[src/rtl/mmsb_pkg.sv]
// Shared types and constants for the multichannel moving-sum buffer.
// Depends on nothing; the top level refers to it by scoped names.
package mmsb_pkg;

	localparam int CMD_W    = 2;
	localparam int CHAN_W   = 4;
	localparam int SAMPLE_W = 12;
	localparam int SUM_W    = 18;
	localparam int AVG_W    = 12;

	// Value of every sample after reset (mid-scale of the converter).
	localparam logic [SAMPLE_W-1:0] SAMPLE_RESET = 12'd2048;

	typedef enum logic [CMD_W-1:0] {
		CMD_WRITE    = 2'd0,
		CMD_ADVANCE  = 2'd1,
		CMD_SNAPSHOT = 2'd2,
		CMD_QUERY    = 2'd3
	} cmd_t;

endpackage

[src/rtl/multichannel_moving_sum_buffer_top.sv]
// Multichannel moving-sum buffer: per-channel sample rings and window sums in
// two synchronous memories, updated by read-modify-write. Depends on mmsb_pkg.
//
// One request is taken every clock cycle while req_stall is low, and its result
// passes the memory read, the read-modify-write with forwarding and the divide by
// reciprocal multiply before it leaves. The rate is set by the sample and sum
// memories: each request does two sample reads and one sum read and at most one
// write-back to each, and the most recent write is forwarded into the following
// request. After reset the block runs a clearing pass that loads every sample
// with 2048 and every sum with 2048 * WINDOW_DEPTH; req_stall stays high until
// it ends. A request for a channel at or above CHANNELS writes nothing and
// returns zeros, but advance and snapshot still move the shared positions.
module multichannel_moving_sum_buffer_top #(
	parameter int CHANNELS     = 16,
	parameter int WINDOW_DEPTH = 8
) (
	input  logic                            clk,
	input  logic                            arst_n,
	input  logic                            req_valid,
	output logic                            req_stall,
	input  logic [mmsb_pkg::CMD_W-1:0]      cmd,
	input  logic [mmsb_pkg::CHAN_W-1:0]     channel,
	input  logic [mmsb_pkg::SAMPLE_W-1:0]   sample,
	output logic                            res_valid,
	input  logic                            res_stall,
	output logic [mmsb_pkg::SAMPLE_W-1:0]   latest,
	output logic [mmsb_pkg::SUM_W-1:0]      window_sum,
	output logic [mmsb_pkg::AVG_W-1:0]      window_average
);

	localparam int CW     = (CHANNELS > 1) ? $clog2(CHANNELS) : 1;
	localparam int SW     = $clog2(WINDOW_DEPTH);
	localparam int AW     = CW + SW;
	localparam int SUM_W  = mmsb_pkg::SUM_W;
	localparam int SMP_W  = mmsb_pkg::SAMPLE_W;
	localparam int DIV_SH = SUM_W + SW;
	localparam int PROD_W = 2 * SUM_W + 1;
	// floor(x / WINDOW_DEPTH) == (x * RECIP) >> DIV_SH for every 18-bit x
	localparam logic [SUM_W:0] RECIP =
		(SUM_W+1)'(((64'd1 << DIV_SH) + 64'(WINDOW_DEPTH) - 64'd1) / 64'(WINDOW_DEPTH));
	localparam logic [SUM_W-1:0] SUM_RESET =
		SUM_W'(64'(mmsb_pkg::SAMPLE_RESET) * 64'(WINDOW_DEPTH));
	localparam logic [SW-1:0] LAST_SLOT = SW'(WINDOW_DEPTH - 1);

	// Storage
	logic [SMP_W-1:0] smem [2**AW];
	logic [SUM_W-1:0] sum_mem [2**CW];

	// Clearing pass and shared positions
	logic [AW:0]      clr_q;
	logic             clr_done;
	logic [SW-1:0]    wp_q, rp_q, wp_next, rp_next;

	// Request decode
	mmsb_pkg::cmd_t   cmd_in;
	logic [CW+mmsb_pkg::CHAN_W-1:0] ch_wide;
	logic [CW-1:0]    ch_idx;
	logic             ch_ok;
	logic             acc;

	// Stage 1: memory data available
	logic             s1_v_q;
	mmsb_pkg::cmd_t   s1_cmd;
	logic             s1_ok;
	logic [CW-1:0]    s1_ch;
	logic [AW-1:0]    s1_wr_addr, s1_rd_addr;
	logic [SMP_W-1:0] s1_smp, old_s1, lat_s1;
	logic [SUM_W-1:0] sum_s1;

	// Last write, forwarded into the following request
	logic             lw_v_q;
	logic [AW-1:0]    lw_addr_q;
	logic [CW-1:0]    lw_ch_q;
	logic [SMP_W-1:0] lw_smp_q;
	logic [SUM_W-1:0] lw_sum_q;

	logic             s1_wr;
	logic [SMP_W-1:0] old_fw, lat_fw;
	logic [SUM_W-1:0] sum_fw, sum_new;

	// Stage 2 and output stage
	logic             s2_v_q;
	logic [SMP_W-1:0] s2_latest;
	logic [SUM_W-1:0] s2_sum;
	logic [PROD_W-1:0] prod;
	logic             s3_v_q;
	logic [SMP_W-1:0] latest_s3;
	logic [SUM_W-1:0] sum_s3;
	logic [mmsb_pkg::AVG_W-1:0] avg_s3;

	logic             s3_free, s2_free, s1_free, s1_go, s2_go;

	assign clr_done = clr_q[AW];

	// Backpressure chain from the output register back to the request side
	assign s3_free   = !s3_v_q || !res_stall;
	assign s2_go     = s2_v_q && s3_free;
	assign s2_free   = !s2_v_q || s3_free;
	assign s1_go     = s1_v_q && s2_free;
	assign s1_free   = !s1_v_q || s2_free;
	assign req_stall = !clr_done || !s1_free;
	assign acc       = req_valid && !req_stall;

	assign cmd_in  = mmsb_pkg::cmd_t'(cmd);
	assign ch_wide = {{CW{1'b0}}, channel};
	assign ch_idx  = ch_wide[CW-1:0];
	assign ch_ok   = 7'(channel) < 7'(CHANNELS);

	always_comb begin
		wp_next = wp_q;
		rp_next = rp_q;
		unique case (cmd_in)
			mmsb_pkg::CMD_ADVANCE:  wp_next = (wp_q == LAST_SLOT) ? '0 : wp_q + SW'(1);
			mmsb_pkg::CMD_SNAPSHOT: rp_next = wp_q;
			mmsb_pkg::CMD_WRITE,
			mmsb_pkg::CMD_QUERY:    ;
			default:                ;
		endcase
	end

	always_ff @(posedge clk or negedge arst_n) begin
		if (!arst_n) begin
			clr_q <= '0;
			wp_q  <= '0;
			rp_q  <= '0;
		end else begin
			if (!clr_done) begin
				clr_q <= clr_q + (AW+1)'(1);
			end
			if (acc) begin
				wp_q <= wp_next;
				rp_q <= rp_next;
			end
		end
	end

	// Memories: clearing pass or write-back, and the reads of an accepted request
	always_ff @(posedge clk) begin
		if (!clr_done) begin
			smem[clr_q[AW-1:0]] <= mmsb_pkg::SAMPLE_RESET;
			if (clr_q[SW-1:0] == '0) begin
				sum_mem[clr_q[AW-1:SW]] <= SUM_RESET;
			end
		end else if (s1_go && s1_wr) begin
			smem[s1_wr_addr] <= s1_smp;
			sum_mem[s1_ch]   <= sum_new;
		end
		if (acc) begin
			old_s1 <= smem[{ch_idx, wp_q}];
			lat_s1 <= smem[{ch_idx, rp_next}];
			sum_s1 <= sum_mem[ch_idx];
		end
	end

	always_ff @(posedge clk or negedge arst_n) begin
		if (!arst_n) begin
			s1_v_q <= 1'b0;
		end else if (acc) begin
			s1_v_q <= 1'b1;
		end else if (s1_go) begin
			s1_v_q <= 1'b0;
		end
	end

	always_ff @(posedge clk) begin
		if (acc) begin
			s1_cmd     <= cmd_in;
			s1_ok      <= ch_ok;
			s1_ch      <= ch_idx;
			s1_wr_addr <= {ch_idx, wp_q};
			s1_rd_addr <= {ch_idx, rp_next};
			s1_smp     <= sample;
		end
	end

	// Read-modify-write with forwarding of the last write
	always_comb begin
		s1_wr  = (s1_cmd == mmsb_pkg::CMD_WRITE) && s1_ok;
		old_fw = (lw_v_q && lw_addr_q == s1_wr_addr) ? lw_smp_q : old_s1;
		sum_fw = (lw_v_q && lw_ch_q == s1_ch) ? lw_sum_q : sum_s1;
		sum_new = sum_fw - SUM_W'(old_fw) + SUM_W'(s1_smp);
		// the read slot sees this request's own write
		if (s1_wr && s1_rd_addr == s1_wr_addr) begin
			lat_fw = s1_smp;
		end else if (lw_v_q && lw_addr_q == s1_rd_addr) begin
			lat_fw = lw_smp_q;
		end else begin
			lat_fw = lat_s1;
		end
	end

	always_ff @(posedge clk or negedge arst_n) begin
		if (!arst_n) begin
			lw_v_q <= 1'b0;
		end else if (s1_go && s1_wr) begin
			lw_v_q <= 1'b1;
		end
	end

	always_ff @(posedge clk) begin
		if (s1_go && s1_wr) begin
			lw_addr_q <= s1_wr_addr;
			lw_ch_q   <= s1_ch;
			lw_smp_q  <= s1_smp;
			lw_sum_q  <= sum_new;
		end
	end

	always_ff @(posedge clk or negedge arst_n) begin
		if (!arst_n) begin
			s2_v_q <= 1'b0;
			s3_v_q <= 1'b0;
		end else begin
			if (s1_go) begin
				s2_v_q <= 1'b1;
			end else if (s2_go) begin
				s2_v_q <= 1'b0;
			end
			if (s2_go) begin
				s3_v_q <= 1'b1;
			end else if (s3_free) begin
				s3_v_q <= 1'b0;
			end
		end
	end

	always_ff @(posedge clk) begin
		if (s1_go) begin
			// drop results of an out-of-range channel to zero
			s2_latest <= s1_ok ? lat_fw : '0;
			s2_sum    <= s1_ok ? (s1_wr ? sum_new : sum_fw) : '0;
		end
	end

	assign prod = PROD_W'(s2_sum) * PROD_W'(RECIP);

	always_ff @(posedge clk) begin
		if (s2_go) begin
			latest_s3 <= s2_latest;
			sum_s3    <= s2_sum;
			avg_s3    <= prod[DIV_SH +: mmsb_pkg::AVG_W];
		end
	end

	assign res_valid      = s3_v_q;
	assign latest         = latest_s3;
	assign window_sum     = sum_s3;
	assign window_average = avg_s3;

endmodule

[config.mk]
export PLATFORM = sky130hd
export DESIGN_NAME = multichannel_moving_sum_buffer_top
export DESIGN_NICKNAME = d
export VERILOG_FILES = /design/src/rtl/mmsb_pkg.sv /design/src/rtl/multichannel_moving_sum_buffer_top.sv
export SDC_FILE = /design/constraint.sdc
export NUM_CORES = 2
export LEC_CHECK = 0
export BUFFER_PORTS_ARGS = -buffer_cell sky130_fd_sc_hd__buf_2
export CAP_MARGIN = 20
export CELL_PAD_IN_SITES_DETAIL_PLACEMENT = 0
export CELL_PAD_IN_SITES_GLOBAL_PLACEMENT = 1
export CORE_MARGIN = 4
export CORE_UTILIZATION = 55
export DETAILED_ROUTE_END_ITERATION = 8
export PLACE_DENSITY_LB_ADDON = 0.1
export SETUP_SLACK_MARGIN = 0.15
export SYNTH_ARGS = -nofsm -noshare
export SYNTH_HDL_FRONTEND = slang
export SYNTH_SLANG_ARGS = --single-unit
export TNS_END_PERCENT = 30
[constraint.sdc]
create_clock -name clk -period 7.3 [get_ports clk]
set_input_delay 0.73 -clock clk [delete_from_list [all_inputs] [get_ports clk]]
set_output_delay 0.73 -clock clk [all_outputs]
set_load 0.02 [all_outputs]
==> run_results.csv <==
group,metric,value,unit
timing,min_period,5.83,ns
synthesis,synth-main-ff-cell,"edfxtp_1",
synthesis,avgSynthCellArea,16.8,um^2
setup_path,cp-end-kind,"register",
global_routing,grt_pass1_vias,52700,
timing,relSlewSlack,7.14,%
setup_path,cp_num_buf_inv,3,
placed_design,dpl.hpwl,170000,um
route,drc,0,
pwr,switchingPower,4.94,mW
floorplan,initial_core_util,55.2,%
global_routing,grt.total_usage,31.8,%
route,route.vias.total,54600,
route,routedWlPerCell,34.9,um
setup_path,critPathKind,"reg -> reg",
clock_network,clock-sinks,2005,
timing,maxSlewViolCount,0,
setup_path,crit_chain,"xnor2_1, nand3_1, nor2_2, buf_4, and4_1, mux2_2, ha_1, inv_1, ha_1, inv_1, fa_1, nor2b_1, o31ai_1, a211oi_1, o21ai_0, and4_1, nor3_1, nor2_1",
synthesis,async_reset_ff_share,0.898,%
clock_network,clockRootBuffer,"clkbuf_16",
layout,nets,5573,
layout,multi_input_area,29200,um^2
global_routing,antenna_found_initial,13,
layout,area_growth_syn_to_layout,11.3,%
pwr,p_seq_share,53.3,%
setup_path,path_depth,18,
pwr,p_per_area,231,nW/um^2
pwr,ir_drop,0.276,mV
timing,hold_ws,0.0578,ns
floorplan,ios,66,
synthesis,ys_seq_elements,2005,
route,ant_nets,0,
layout,layout-drive-gt1-share,24.5,%
floorplan,die_w,415,um
route,first_iter_violations,7497,
synthesis,ys_seq_area_share,66.1,%
setup_path,crit_family,"simple AND/OR/NAND/NOR gates",
hold_path,min_path_type,"in -> reg",
pwr,clock_power_share,43.8,%
timing,tightest_slew,1.39,ns
layout,final_common_cell,"edfxtp_1",
pwr,swShare,21.1,%
pwr,p_int,18.4,mW
floorplan,core,165000,um^2
pwr,power_frac_comb,2.9,%
timing,finalSetupTns,0,ns
synthesis,netlist_area,91000,um^2
synthesis,synth_warnings,0,
timing,fin_crit_sh,79.8,%
route,routed_wl,275000,um
timing,grt_setup_unrepaired,"no",
layout,final_cell_mix,"edfxtp_1, nand2_1, mux4_2",
setup_path,cp_max_fo,19,
synthesis,synth_edf_count,1987,
timing,finalSetupViolations,0,
layout,fillerInstances,11900,
setup_path,reg2regPathDepth,18,
outcome,status,"completed",
global_routing,grt_max_degree,173,
clock_network,insertion_delay,0.87,ns
timing,max_freq,0.172,GHz
pwr,leakage,29.3,nW
placed_design,placed_area,94600,um^2
layout,final_area,101000,um^2
floorplan,die_area,172000,um^2
global_routing,grt_pass1_wl,391000,um
clock_network,h-tree-depth,4,
clock_network,clockBufferDepth,3,
clock_network,clk_pin_slew,0.06,ns
setup_path,r2r_slack,1.47,ns
clock_network,cts_resized,0,
floorplan,core.rowCount,149,
timing,skew,0.0293,ns
clock_network,cts_buffers,203,
job,maxCapViolations,0,
clock_network,cts_tree,"done",
floorplan,die_h,415,um
setup_path,cpPeakStageDelay,0.76,ns
setup_path,worst_path_max_delay_cell,"and4_1",
route,firstDrtPassIters,8,
layout,ff_latch_area,60100,um^2
synthesis,synth_cell_type_count,61,
hold_path,whs_path_depth,1,
placed_design,gp_congestion,0.885,
route,viasPerCell,6.92,
timing,hold_violations,0,
synthesis,syn_inst,5432,
setup_path,critPathLaunchType,"register",
setup_path,cp.required,7.77,ns
setup_path,cp.arrival,6.30,ns
synthesis,synth_nets,5488,
global_routing,grt_overflow_total,0,
placed_design,io_buffers,65,
-- final timing paths --
kind / from / endpoint
worst max-delay path: s1_ch[2] / sum_mem[7][10]
worst min-delay path: sample[8] / s1_smp[8]
worst max register to register: s1_ch[2] / sum_mem[7][10]
worst min register to register: s2_latest[1] / latest[1]
max in group asynchronous: arst_n / wp_q[2]
min in group asynchronous: arst_n / wp_q[1]
-- logic make-up (layout without fill, tap and decap cells) --
family	after synthesis	in the layout	share of synthesized area, %
DFF	2005	2005	66.1
other	0	5	0
AOI/OAI and AO/OA	525	525	4.34
buffers and inverters	495	750	2.18
xor gates and xnor gates	32	32	0.308
and+or+nand+nor	1358	1358	6.50
muxes	983	983	20.0
adders and majority gates	34	34	0.566
-- Yosys cell counts (all sizes together) (17+ instances only) --
cell / count / area, um^2
o211ai: 62 / 465
a31oi: 61 / 382
dfrtp: 18 / 450
xnor2: 22 / 193
mux4: 666 / 15000
mux2: 44 / 495
a32oi: 62 / 543
a221oi: 23 / 201
a22o: 38 / 333
edfxtp: 1987 / 59700
mux2i: 273 / 2750
o21ai: 29 / 145
nand4: 75 / 469
and3: 17 / 106
clkbuf: 272 / 1020
a21oi: 66 / 330
buf: 145 / 674
ha: 22 / 275
a22oi: 48 / 360
nand3: 224 / 1120
nand2: 749 / 2810
nor2: 199 / 757
o2111ai: 48 / 420
inv: 78 / 293
-- metal layers --
metal	track usage [%]	vias up	wire [um]
met5	0	-	128
met4	13.4	12	13300
met3	6.16	545	27700
met2	49.5	3282	130000
met1	44.8	28500	105000
li1	-	22200	-
-- layout make-up --
class                           instances  area share, %
Tap cell                             2189           2.70
Clock inverter                        137           1.30
Clock buffer                          238           5.16
Timing Repair Buffer                  297           2.28
Inverter                               78          0.306
Multi-Input combinational cell       2932           28.9
Antenna cell                            5         0.0124
Sequential cell                      2005           59.4
-- worst reg2reg max path, stage by stage (launching register included) --
cell      delay [ns]
edfxtp_1        0.46
xnor2_1         0.20
nand3_1         0.17
nor2_2          0.13
buf_4           0.32
and4_1          0.76
mux2_2          0.43
ha_1            0.29
inv_1           0.06
ha_1            0.18
inv_1           0.07
fa_1            0.45
nor2b_1         0.18
o31ai_1         0.15
a211oi_1        0.33
o21ai_0         0.18
and4_1          0.24
nor3_1          0.47
nor2_1          0.37
-- registers in the layout, indices dropped and copies added, names as in the netlist, 8 cells and up --
signal,flops
lw_sum_q,18
latest,12
sum_s1,18
lat_s1,12
clr_q,8
window_sum,18
old_s1,12
s2_sum,18
s1_smp,12
s2_latest,12
smem,1536
sum_mem,288
lw_smp_q,12
-- per-stage QoR --
stage	util (%)	total power, mW	setup WS [ns]	std cells
final	61.4	23.4	1.47	7881
after global routing	61.4	24.0	1.03	7876
after CTS	61.4	23.5	1.42	7872
after detailed placement	57.4	13.4	1.47	7495
after global placement	57.4	13.4	1.39	7492
after floorplan	-	13.1	1.97	5432
-- power by group through the flow --
stage          Clock [mW]  Combinational, mW  Sequential [mW]
3_3_place_gp            0              0.670             12.7
3_5_place_dp            0              0.672             12.7
5_1_grt              10.9              0.714             12.5
2_1_floorplan           0              0.428             12.7
4_1_cts              10.4              0.675             12.5
6_report             10.2              0.680             12.5
-- repair_timing --
item / 4_1_cts / 5_1_grt
buffers inserted: 0 / 0
hold buffers: 2 / 0
hold endpoints to repair: 19 / 0
Power figures use the tool's default switching activity.
